--- src/rtl/atoc_pkg.sv ---
// Shared types and constants for the alpha tile occupancy classifier.
// Depends on nothing; every other file of the block but atoc_checker imports it.
package atoc_pkg;

  // Geometry: 32x32 tiles split into 16x16 quadrants
  localparam int unsigned MAX_TILES_X = 64;
  localparam int unsigned TILE_LG     = 5;
  localparam int unsigned SUB_SIDE    = 16;
  localparam int unsigned PIX_W       = 11;
  localparam int unsigned TX_W        = 6;
  localparam int unsigned POS_W       = 17;
  localparam int unsigned QUEUE_DEPTH = 4;

  // Register indexes on the configuration port
  localparam logic [2:0] CFG_MIN_ALPHA    = 3'd0;
  localparam logic [2:0] CFG_WIDTH_TILES  = 3'd1;
  localparam logic [2:0] CFG_HEIGHT_TILES = 3'd2;
  localparam logic [2:0] CFG_ORIGIN_X     = 3'd3;
  localparam logic [2:0] CFG_ORIGIN_Y     = 3'd4;

  // Clamp limits for the tile counts
  localparam logic [6:0] TILES_MIN = 7'd1;
  localparam logic [6:0] TILES_MAX = 7'd64;

  // Quadrant flag codes
  localparam logic [3:0] QUAD_NONE = 4'h0;
  localparam logic [3:0] QUAD_ALL  = 4'hF;

  typedef struct packed {
    logic [7:0]  min_alpha;
    logic [6:0]  width_tiles;
    logic [6:0]  height_tiles;
    logic [15:0] origin_x;
    logic [15:0] origin_y;
  } atoc_cfg_t;

  // One finished tile with at least one occupied quadrant
  typedef struct packed {
    logic [3:0]       flags;
    logic [POS_W-1:0] bx;
    logic [POS_W-1:0] by;
  } atoc_tile_t;

  // Clamp a tile count to 1..64 and scale it to pixels
  function automatic logic [PIX_W:0] tiles_to_px(input logic [6:0] tiles);
    logic [6:0] eff;
    begin
      if (tiles == 7'd0) begin
        eff = TILES_MIN;
      end else if (tiles > TILES_MAX) begin
        eff = TILES_MAX;
      end else begin
        eff = tiles;
      end
      tiles_to_px = {eff, 5'd0};
    end
  endfunction

endpackage

--- src/rtl/atoc_front.sv ---
// Front part: pixel position counters, per-column quadrant flag memory and
// tile classification. Depends on atoc_pkg; feeds finished tiles to atoc_queue.
module atoc_front
  import atoc_pkg::*;
(
  input  logic       clk,
  input  logic       rst_n,
  input  atoc_cfg_t  cfg,
  input  logic       in_tvalid,
  output logic       in_tready,
  input  logic [7:0] in_alpha,
  input  logic       in_start,
  output logic       push,
  output atoc_tile_t push_tile,
  input  logic       q_full
);

  // Position counters
  logic [PIX_W-1:0] col_r, row_r, col_nxt, row_nxt;

  // Stage one registers
  logic            s1_v_r;
  logic [TX_W-1:0] s1_tx_r;
  logic [TX_W-1:0] s1_ty_r;
  logic            s1_start_r;
  logic            s1_tstart_r;
  logic            s1_tend_r;
  logic [3:0]      s1_hit_r;
  logic [3:0]      mem_q_r;

  // Flag memory, its valid bits and the last-write bypass
  logic [3:0]       flag_mem [MAX_TILES_X];
  logic [MAX_TILES_X-1:0] valid_r, valid_nxt;
  logic             byp_v_r;
  logic [TX_W-1:0]  byp_tx_r;
  logic [3:0]       byp_data_r;

  logic [PIX_W:0]   wpx, hpx;
  logic [PIX_W-1:0] col0, row0, col1, row2;
  logic [PIX_W:0]   row1, colp, rowp;
  logic [TX_W-1:0]  tx_a;
  logic [4:0]       lx, ly;
  logic [3:0]       hit_a;
  logic             in_acc;
  logic             byp_hit;
  logic [3:0]       old_f, new_f;
  logic             s1_go;

  // Locate the incoming pixel and work out the counters after it
  always_comb begin
    wpx  = tiles_to_px(cfg.width_tiles);
    hpx  = tiles_to_px(cfg.height_tiles);
    col0 = in_start ? '0 : col_r;
    row0 = in_start ? '0 : row_r;
    if ({1'b0, col0} >= wpx) begin
      col1 = '0;
      row1 = {1'b0, row0} + 12'd1;
    end else begin
      col1 = col0;
      row1 = {1'b0, row0};
    end
    row2 = (row1 >= hpx) ? '0 : row1[PIX_W-1:0];
    tx_a = col1[PIX_W-1:TILE_LG];
    lx   = col1[TILE_LG-1:0];
    ly   = row2[TILE_LG-1:0];
    hit_a = '0;
    if (in_alpha >= cfg.min_alpha) begin
      hit_a[{ly[4], lx[4]}] = 1'b1;
    end
    colp = {1'b0, col1} + 12'd1;
    rowp = {1'b0, row2} + 12'd1;
    if (colp >= wpx) begin
      col_nxt = '0;
      row_nxt = (rowp >= hpx) ? '0 : rowp[PIX_W-1:0];
    end else begin
      col_nxt = colp[PIX_W-1:0];
      row_nxt = row2;
    end
  end

  // Merge the stored flags with this pixel
  always_comb begin
    byp_hit = byp_v_r && (byp_tx_r == s1_tx_r);
    if (s1_start_r) begin
      old_f = QUAD_NONE;
    end else if (byp_hit) begin
      old_f = byp_data_r;
    end else if (valid_r[s1_tx_r]) begin
      old_f = mem_q_r;
    end else begin
      old_f = QUAD_NONE;
    end
    new_f = (s1_tstart_r ? QUAD_NONE : old_f) | s1_hit_r;
    push  = s1_v_r && s1_tend_r && (new_f != QUAD_NONE);
    s1_go = s1_v_r && !(push && q_full);
    // drop all columns on an image start, then mark the written one
    valid_nxt = s1_start_r ? '0 : valid_r;
    valid_nxt[s1_tx_r] = 1'b1;
  end

  assign in_tready = !s1_v_r || s1_go;
  assign in_acc    = in_tvalid && in_tready;

  // Tile result: origin plus tile offset
  assign push_tile.flags = new_f;
  assign push_tile.bx = {cfg.origin_x[15], cfg.origin_x} + {6'd0, s1_tx_r, 5'd0};
  assign push_tile.by = {cfg.origin_y[15], cfg.origin_y} + {6'd0, s1_ty_r, 5'd0};

  // Advance counters and stage one control
  always_ff @(posedge clk) begin
    if (!rst_n) begin
      col_r   <= '0;
      row_r   <= '0;
      s1_v_r  <= 1'b0;
      valid_r <= '0;
      byp_v_r <= 1'b0;
    end else begin
      if (in_acc) begin
        col_r <= col_nxt;
        row_r <= row_nxt;
      end
      s1_v_r <= in_acc || (s1_v_r && !s1_go);
      if (s1_go) begin
        valid_r <= valid_nxt;
        byp_v_r <= 1'b1;
      end
    end
  end

  // Stage one payload and flag memory access
  always_ff @(posedge clk) begin
    if (in_acc) begin
      s1_tx_r     <= tx_a;
      s1_ty_r     <= row2[PIX_W-1:TILE_LG];
      s1_start_r  <= in_start;
      s1_tstart_r <= (lx == 5'd0) && (ly == 5'd0);
      s1_tend_r   <= (lx == 5'd31) && (ly == 5'd31);
      s1_hit_r    <= hit_a;
      mem_q_r     <= flag_mem[tx_a];
    end
    if (s1_go) begin
      flag_mem[s1_tx_r] <= new_f;
      byp_tx_r          <= s1_tx_r;
      byp_data_r        <= new_f;
    end
  end

endmodule

--- src/rtl/atoc_queue.sv ---
// Short tile queue between the classifying front and the node emitter.
// Depends on atoc_pkg for the tile record and the depth.
module atoc_queue
  import atoc_pkg::*;
(
  input  logic       clk,
  input  logic       rst_n,
  input  logic       push,
  input  atoc_tile_t push_tile,
  input  logic       pop,
  output atoc_tile_t head,
  output logic       empty,
  output logic       full
);

  localparam int unsigned PTR_W = $clog2(QUEUE_DEPTH);

  atoc_tile_t       slot_r [QUEUE_DEPTH];
  logic [PTR_W-1:0] wr_ptr_r, rd_ptr_r;
  logic [PTR_W:0]   count_r;
  logic             do_push, do_pop;

  assign empty   = (count_r == '0);
  assign full    = (count_r == (PTR_W+1)'(QUEUE_DEPTH));
  assign do_push = push && !full;
  assign do_pop  = pop && !empty;
  assign head    = slot_r[rd_ptr_r];

  // Advance pointers and occupancy
  always_ff @(posedge clk) begin
    if (!rst_n) begin
      wr_ptr_r <= '0;
      rd_ptr_r <= '0;
      count_r  <= '0;
    end else begin
      if (do_push) begin
        wr_ptr_r <= wr_ptr_r + 1'b1;
      end
      if (do_pop) begin
        rd_ptr_r <= rd_ptr_r + 1'b1;
      end
      if (do_push && !do_pop) begin
        count_r <= count_r + 1'b1;
      end else if (do_pop && !do_push) begin
        count_r <= count_r - 1'b1;
      end
    end
  end

  // Store the pushed tile
  always_ff @(posedge clk) begin
    if (do_push) begin
      slot_r[wr_ptr_r] <= push_tile;
    end
  end

endmodule

--- src/rtl/atoc_back.sv ---
// Back part: expands one queued tile into a large node or up to four
// quadrant nodes and drives the registered result stream. Depends on atoc_pkg.
module atoc_back
  import atoc_pkg::*;
(
  input  logic             clk,
  input  logic             rst_n,
  input  atoc_tile_t       head,
  input  logic             q_empty,
  output logic             pop,
  output logic             out_tvalid,
  input  logic             out_tready,
  output logic [POS_W-1:0] out_pos_x,
  output logic [POS_W-1:0] out_pos_y,
  output logic             out_is_large,
  output logic             out_last
);

  // Tile being expanded
  logic             w_v_r;
  logic [3:0]       w_flags_r;
  logic             w_large_r;
  logic [POS_W-1:0] w_bx_r, w_by_r;

  // Output register
  logic             o_v_r;
  logic [POS_W-1:0] o_x_r, o_y_r;
  logic             o_large_r, o_last_r;

  logic             load_out, w_done;
  logic [1:0]       q_sel;
  logic [3:0]       rem;
  logic             node_last;
  logic [POS_W-1:0] node_x, node_y;

  // Pick the lowest occupied quadrant still to emit
  always_comb begin
    if (w_flags_r[0]) begin
      q_sel = 2'd0;
    end else if (w_flags_r[1]) begin
      q_sel = 2'd1;
    end else if (w_flags_r[2]) begin
      q_sel = 2'd2;
    end else begin
      q_sel = 2'd3;
    end
    rem       = w_flags_r & (w_flags_r - 4'd1);
    node_last = w_large_r || (rem == QUAD_NONE);
    node_x    = w_bx_r + ((q_sel[0] && !w_large_r) ? POS_W'(SUB_SIDE) : '0);
    node_y    = w_by_r + ((q_sel[1] && !w_large_r) ? POS_W'(SUB_SIDE) : '0);
    load_out  = w_v_r && (!o_v_r || out_tready);
    w_done    = load_out && node_last;
    pop       = !q_empty && (!w_v_r || w_done);
  end

  // Hold or refill the working tile and the output register
  always_ff @(posedge clk) begin
    if (!rst_n) begin
      w_v_r <= 1'b0;
      o_v_r <= 1'b0;
    end else begin
      if (pop) begin
        w_v_r <= 1'b1;
      end else if (w_done) begin
        w_v_r <= 1'b0;
      end
      if (load_out) begin
        o_v_r <= 1'b1;
      end else if (out_tready) begin
        o_v_r <= 1'b0;
      end
    end
  end

  always_ff @(posedge clk) begin
    if (pop) begin
      w_flags_r <= head.flags;
      w_large_r <= (head.flags == QUAD_ALL);
      w_bx_r    <= head.bx;
      w_by_r    <= head.by;
    end else if (load_out) begin
      w_flags_r <= rem;
    end
    if (load_out) begin
      o_x_r     <= node_x;
      o_y_r     <= node_y;
      o_large_r <= w_large_r;
      o_last_r  <= node_last;
    end
  end

  assign out_tvalid   = o_v_r;
  assign out_pos_x    = o_x_r;
  assign out_pos_y    = o_y_r;
  assign out_is_large = o_large_r;
  assign out_last     = o_last_r;

endmodule

--- src/rtl/alpha_tile_occupancy_classifier_unit.sv ---
// Top level of the alpha tile occupancy classifier: configuration registers,
// front classifier, tile queue and node emitter. Depends on atoc_pkg.
//
// Takes one alpha pixel per clock in raster order over a padded image of
// 32x32 tiles and, at each tile's bottom-right pixel, queues the tile's
// occupied quadrants; the back end then sends one node per clock while
// out_tready is high (a large node, or up to four quadrant nodes in order
// top-left, top-right, bottom-left, bottom-right, tlast on the tile's
// final node). The input rate is one pixel per cycle: a two-step
// read-modify-write of the 64-entry quadrant flag memory with a last-write
// bypass sets it. Input stalls only when a tile finishes while the
// four-tile queue is full. Flags clear at once on reset and on
// start_of_image through per-column valid bits, so no clearing pass is
// needed. Write configuration only while the block is idle.
module alpha_tile_occupancy_classifier_unit
  import atoc_pkg::*;
(
  input  logic        clk,
  input  logic        rst_n,
  // Pixel stream
  input  logic        in_tvalid,
  output logic        in_tready,
  input  logic [7:0]  in_tdata,   // [7:0] alpha
  input  logic        in_tuser,   // [0] start_of_image
  // Node stream
  output logic        out_tvalid,
  input  logic        out_tready,
  output logic [39:0] out_tdata,  // [16:0] pos_x, [33:17] pos_y, [39:34] zero
  output logic        out_tuser,  // [0] is_large
  output logic        out_tlast,
  // Configuration
  input  logic        cfg_we,
  input  logic [2:0]  cfg_addr,
  input  logic [15:0] cfg_wdata
);

  atoc_cfg_t        cfg_r;
  atoc_tile_t       push_tile, head;
  logic             push, pop, q_empty, q_full;
  logic [POS_W-1:0] pos_x, pos_y;

  // Register configuration writes
  always_ff @(posedge clk) begin
    if (!rst_n) begin
      cfg_r.min_alpha    <= 8'd1;
      cfg_r.width_tiles  <= TILES_MIN;
      cfg_r.height_tiles <= TILES_MIN;
      cfg_r.origin_x     <= '0;
      cfg_r.origin_y     <= '0;
    end else if (cfg_we) begin
      case (cfg_addr)
        CFG_MIN_ALPHA:    cfg_r.min_alpha    <= cfg_wdata[7:0];
        CFG_WIDTH_TILES:  cfg_r.width_tiles  <= cfg_wdata[6:0];
        CFG_HEIGHT_TILES: cfg_r.height_tiles <= cfg_wdata[6:0];
        CFG_ORIGIN_X:     cfg_r.origin_x     <= cfg_wdata;
        CFG_ORIGIN_Y:     cfg_r.origin_y     <= cfg_wdata;
        default: begin
        end
      endcase
    end
  end

  atoc_front u_front (
    .clk       (clk),
    .rst_n     (rst_n),
    .cfg       (cfg_r),
    .in_tvalid (in_tvalid),
    .in_tready (in_tready),
    .in_alpha  (in_tdata),
    .in_start  (in_tuser),
    .push      (push),
    .push_tile (push_tile),
    .q_full    (q_full)
  );

  atoc_queue u_queue (
    .clk       (clk),
    .rst_n     (rst_n),
    .push      (push),
    .push_tile (push_tile),
    .pop       (pop),
    .head      (head),
    .empty     (q_empty),
    .full      (q_full)
  );

  atoc_back u_back (
    .clk          (clk),
    .rst_n        (rst_n),
    .head         (head),
    .q_empty      (q_empty),
    .pop          (pop),
    .out_tvalid   (out_tvalid),
    .out_tready   (out_tready),
    .out_pos_x    (pos_x),
    .out_pos_y    (pos_y),
    .out_is_large (out_tuser),
    .out_last     (out_tlast)
  );

  assign out_tdata = {6'd0, pos_y, pos_x};

endmodule

--- config.mk ---
export PLATFORM = sky130hd
export DESIGN_NAME = alpha_tile_occupancy_classifier_unit
export DESIGN_NICKNAME = d
export VERILOG_FILES = /design/src/rtl/atoc_pkg.sv /design/src/rtl/atoc_front.sv /design/src/rtl/atoc_queue.sv /design/src/rtl/atoc_back.sv /design/src/rtl/alpha_tile_occupancy_classifier_unit.sv
export SDC_FILE = /design/constraint.sdc
export NUM_CORES = 1
export LEC_CHECK = 0
export BUFFER_PORTS_ARGS = -buffer_cell sky130_fd_sc_hd__clkbuf_2
export CORE_ASPECT_RATIO = 1.2
export CORE_MARGIN = 1.5
export CORE_UTILIZATION = 35
export DETAILED_ROUTE_END_ITERATION = 16
export PLACE_DENSITY = 0.6
export SLEW_MARGIN = 40
export SYNTH_ARGS = -nofsm -noshare
export SYNTH_HDL_FRONTEND = slang
export SYNTH_SLANG_ARGS = --single-unit
--- constraint.sdc ---
create_clock -name clk -period 11.45 [get_ports clk]
set_input_delay 1.145 -clock clk [delete_from_list [all_inputs] [get_ports clk]]
set_output_delay 1.145 -clock clk [all_outputs]
set_load 0.005 [all_outputs]
==> results.ini <==
[critical_path]
worst_path_most_repeated_cell=ha_1
critPathSlowestCell=o21ai_0
startpoint_type=input port
arrival_ns=8.81
worstReg2RegStart=u_front.col_r[5]$_SDFFE_PN0P_
cp_slowest_stage_delay_ns=0.52
crit_path_end=u_front.row_r[7]$_SDFFE_PN0P_
crit_path_max_fanout=27
endpoint_kind=flip-flop
r2r_setup_slack_ns=3.88
reg2reg_to=u_front.row_r[7]$_SDFFE_PN0P_
crit_required_ns=11.90
crit_type=input port to flip-flop
rr_worst_depth=32
crit_start=in_tuser

[power]
peakVddDrop_mv=0.1109
pwr-share-clk_pct=38.7
p_int_mw=4.396
p_per_area_nw_per_um2=179.3
combinationalPowerShare_pct=10.0
p_switching_mw=1.424
power.leakage_nw=11.01
p_sw_share_pct=24.46
p_seq_share_pct=51.4

[route]
wl_um=71000
wl_per_cell_um=20.45
ant_nets=0
via_count=18580
viasPerCell=5.351
drtIter0Drc=1581
dr.pass1.iters=5
route.detailed.drc=0

[floorplanning]
rows=114
fp.dieW_um=264.0
ioPinCount=77
start_util_pct=35.45
coreArea_um2=80730
die-area_um2=83490
fp.dieH_um=316.2

[final_layout]
drive_above_1_share_pct=13.34
syn_to_final_growth_pct=13.44
multi_input_area_um2=9351
nFillCells=7570
regArea_um2=18560
antenna_cells=0
nets=2468
stdcell_count=3472

[clock_tree]
cts_buffers=73
cts_setup_buffers=0
root_buffer=clkbuf_16
max-clock-path-buffers=3
clkSlewWorstSetupHoldPaths_ns=0.06
cts_tree=yes
htree_levels=3
cts.sinks=669
clk_latency_ns=0.62
ctsResizeCount=0
cts_hold_buffers=0

[synthesis]
yosysTopAreaCell=edfxtp_1
synth_area_leaders=edfxtp_1, dfxtp_1, nand2_1
seq_area_frac_synth_pct=64.85
synthDominantCellAreaShare_pct=54.15
synth-simple-area-share_pct=12.67
synth_top_flop_cell=edfxtp_1
synth_mux_area_share_pct=5.343
ys_types=88
syn_area_um2=28620
syn_avg_cell_area_um2=12.46
synthArstFlopShare_pct=0
netlist_instances=2297
synth_seq_cells=669
synth_compound_area_share_pct=9.086
synth_top_family_by_area=simple AND/OR/NAND/NOR gates
synth-xor-area-share_pct=2.234
ys_warn_count=0
synth_edf_count=516
synth_fa_ha_area_share_pct=3.043

[placement]
place_inst=3333
hpwl_um=46440
pre_cts_ws_ns=2.566
gp_congestion=0.8820
io_buffers=70

[global_routing]
overflow=0
grt_usage_pct=16.92
grt_first_pass_wirelength_um=110100
grt_max_degree=70
antenna_found_initial=1
grt_pass1_vias=19020

[sta]
rsz0062_at_grt=no
drv_slew=0
worst_pin_slew_ns=0.8507
fmax_mhz=119.5
hold_violations=0
fin_crit_sh_pct=73.06
finClkSkew_ns=0.02269
worst_slack_ns=3.085
period_needed_ns=8.365
max-slew-margin-rel_pct=43.07
finalSetupTns_ns=0
finalSetupViolCount=0

[status]
status=complete, no violations

[min_path]
hold_path_class=flip-flop to flip-flop

[flow_run]
cap_violations=0

==> power groups by stage <==
stage / clock, mW / combinational [mW] / sequential (mW)
global route: 2.39 / 0.643 / 3.01
floorplan: 0 / 0.403 / 2.99
global placement: 0 / 0.575 / 3.04
CTS: 2.30 / 0.590 / 2.99
finish: 2.25 / 0.581 / 2.99
detailed placement: 0 / 0.588 / 3.04
==> Yosys cell counts (38+ instances only) <==
cell type	number
nand3_1	94
nor2_1	152
inv_1	59
edfxtp_1	516
nand2_1	374
o21ai_0	108
mux2i_1	38
clkbuf_1	55
o22ai_1	45
a21oi_1	104
mux4_2	44
dfxtp_1	153
ha_1	64
xnor2_1	51
==> cell usage in the layout, fill, tap and decap left out, types with 6 or more instances in the layout <==
master,n
a211oi_1,10
nor3_1,24
clkbuf_2,70
dfxtp_1,151
xor2_1,22
nor2b_1,14
mux2_2,13
edfxtp_1,516
clkbuf_16,76
and2_1,7
clkbuf_1,23
o221ai_1,6
a21o_1,18
nand3b_1,7
clkinv_1,10
nand4_1,26
o22ai_1,45
o31ai_1,7
inv_1,57
xnor2_1,51
mux2i_1,38
nand3_1,93
nor2_1,151
o21ai_0,108
and3_1,23
buf_4,32
a21oi_1,104
a31oi_1,25
mux4_2,44
nand2b_1,15
inv_2,6
a22oi_1,11
nand2_1,374
clkinv_2,13
o21bai_1,7
conb_1,6
a32oi_1,9
ha_1,64
nor4_1,13
==> through the flow <==
step	power [mW]	hold slack, ns	area (um^2)	util, %
6_report	5.820	0.4243	32460	40.21
5_1_grt	6.045	0.4324	32460	40.21
4_1_cts	5.882	0.4247	32400	40.13
3_5_place_dp	3.633	0.4077	30100	37.28
3_3_place_gp	3.613	0.4073	30030	37.19
2_1_floorplan	3.392	0.4003	28640	-
==> worst min path at each step <==
stage,slack (ns),endpoint,cells after the start,from
final,0.42,u_back.out_pos_x[2]$_DFFE_PP_,0,u_back.w_bx_r[2]$_DFFE_PP_
after global routing,0.43,u_back.out_pos_x[0]$_DFFE_PP_,0,u_back.w_bx_r[0]$_DFFE_PP_
after CTS,0.42,u_back.out_pos_x[2]$_DFFE_PP_,0,u_back.w_bx_r[2]$_DFFE_PP_
after detailed placement,0.41,u_back.out_pos_y[3]$_DFFE_PP_,0,u_back.w_by_r[3]$_DFFE_PP_
after global placement,0.41,u_back.out_pos_x[1]$_DFFE_PP_,0,u_back.w_bx_r[1]$_DFFE_PP_
after floorplan,0.40,u_back.out_pos_x[0]$_DFFE_PP_,0,u_back.w_bx_r[0]$_DFFE_PP_
==> logic make-up after synthesis <==
group,after synthesis
multiplexers,96
XOR/XNOR,73
adder cells (fa/ha/maj),68
buffers and inverters,184
AND/OR/NAND/NOR,795
flip-flops,669
other,1
AO/OA/AOI/OAI,411
==> final cells by class <==
| cell class | instances | area share [%] |
|---|---|---|
| clock inverters | 33 | 0.8441 |
| clock buffers | 102 | 6.251 |
| well taps | 1044 | 4.024 |
| inverters | 66 | 0.7670 |
| multi-input cells | 1449 | 28.81 |
| repair buffers | 109 | 2.127 |
| flip-flops and latches | 669 | 57.18 |
==> critical path: cells and delay by family <==
kind	cells	cell delay [ns]
AO/OA/AOI/OAI	11	2.45
XOR/XNOR	1	0.16
adder cells (fa/ha/maj)	4	1.19
buffers and inverters	5	1.24
AND/OR/NAND/NOR	13	2.58
==> layer usage <==
layer | share of wire [%] | global-route usage, %
met5 | 0.015 | 0
met4 | 3.0 | 5.538
met3 | 5.7 | 2.897
met2 | 49 | 29.29
met1 | 42 | 21.53
==> sequential cells by signal, indices dropped and copies added (netlist names), 3 cells and up, named ones only <==
name                count
u_front.byp_data_r      4
u_front.byp_tx_r        6
u_front.flag_mem      256
u_front.valid_r        64
u_back.w_bx_r          17
u_queue.count_r         3
u_front.s1_tx_r         6
u_queue.slot_r        152
cfg_r                  54
u_back.w_flags_r        4
u_front.s1_hit_r        4
u_front.row_r          11
u_front.col_r          11
u_front.mem_q_r         4
u_back.out_pos_x       17
u_back.w_by_r          17
u_back.out_pos_y       17
u_front.s1_ty_r         6
No activity file was read; power rests on OpenSTA's default activity.
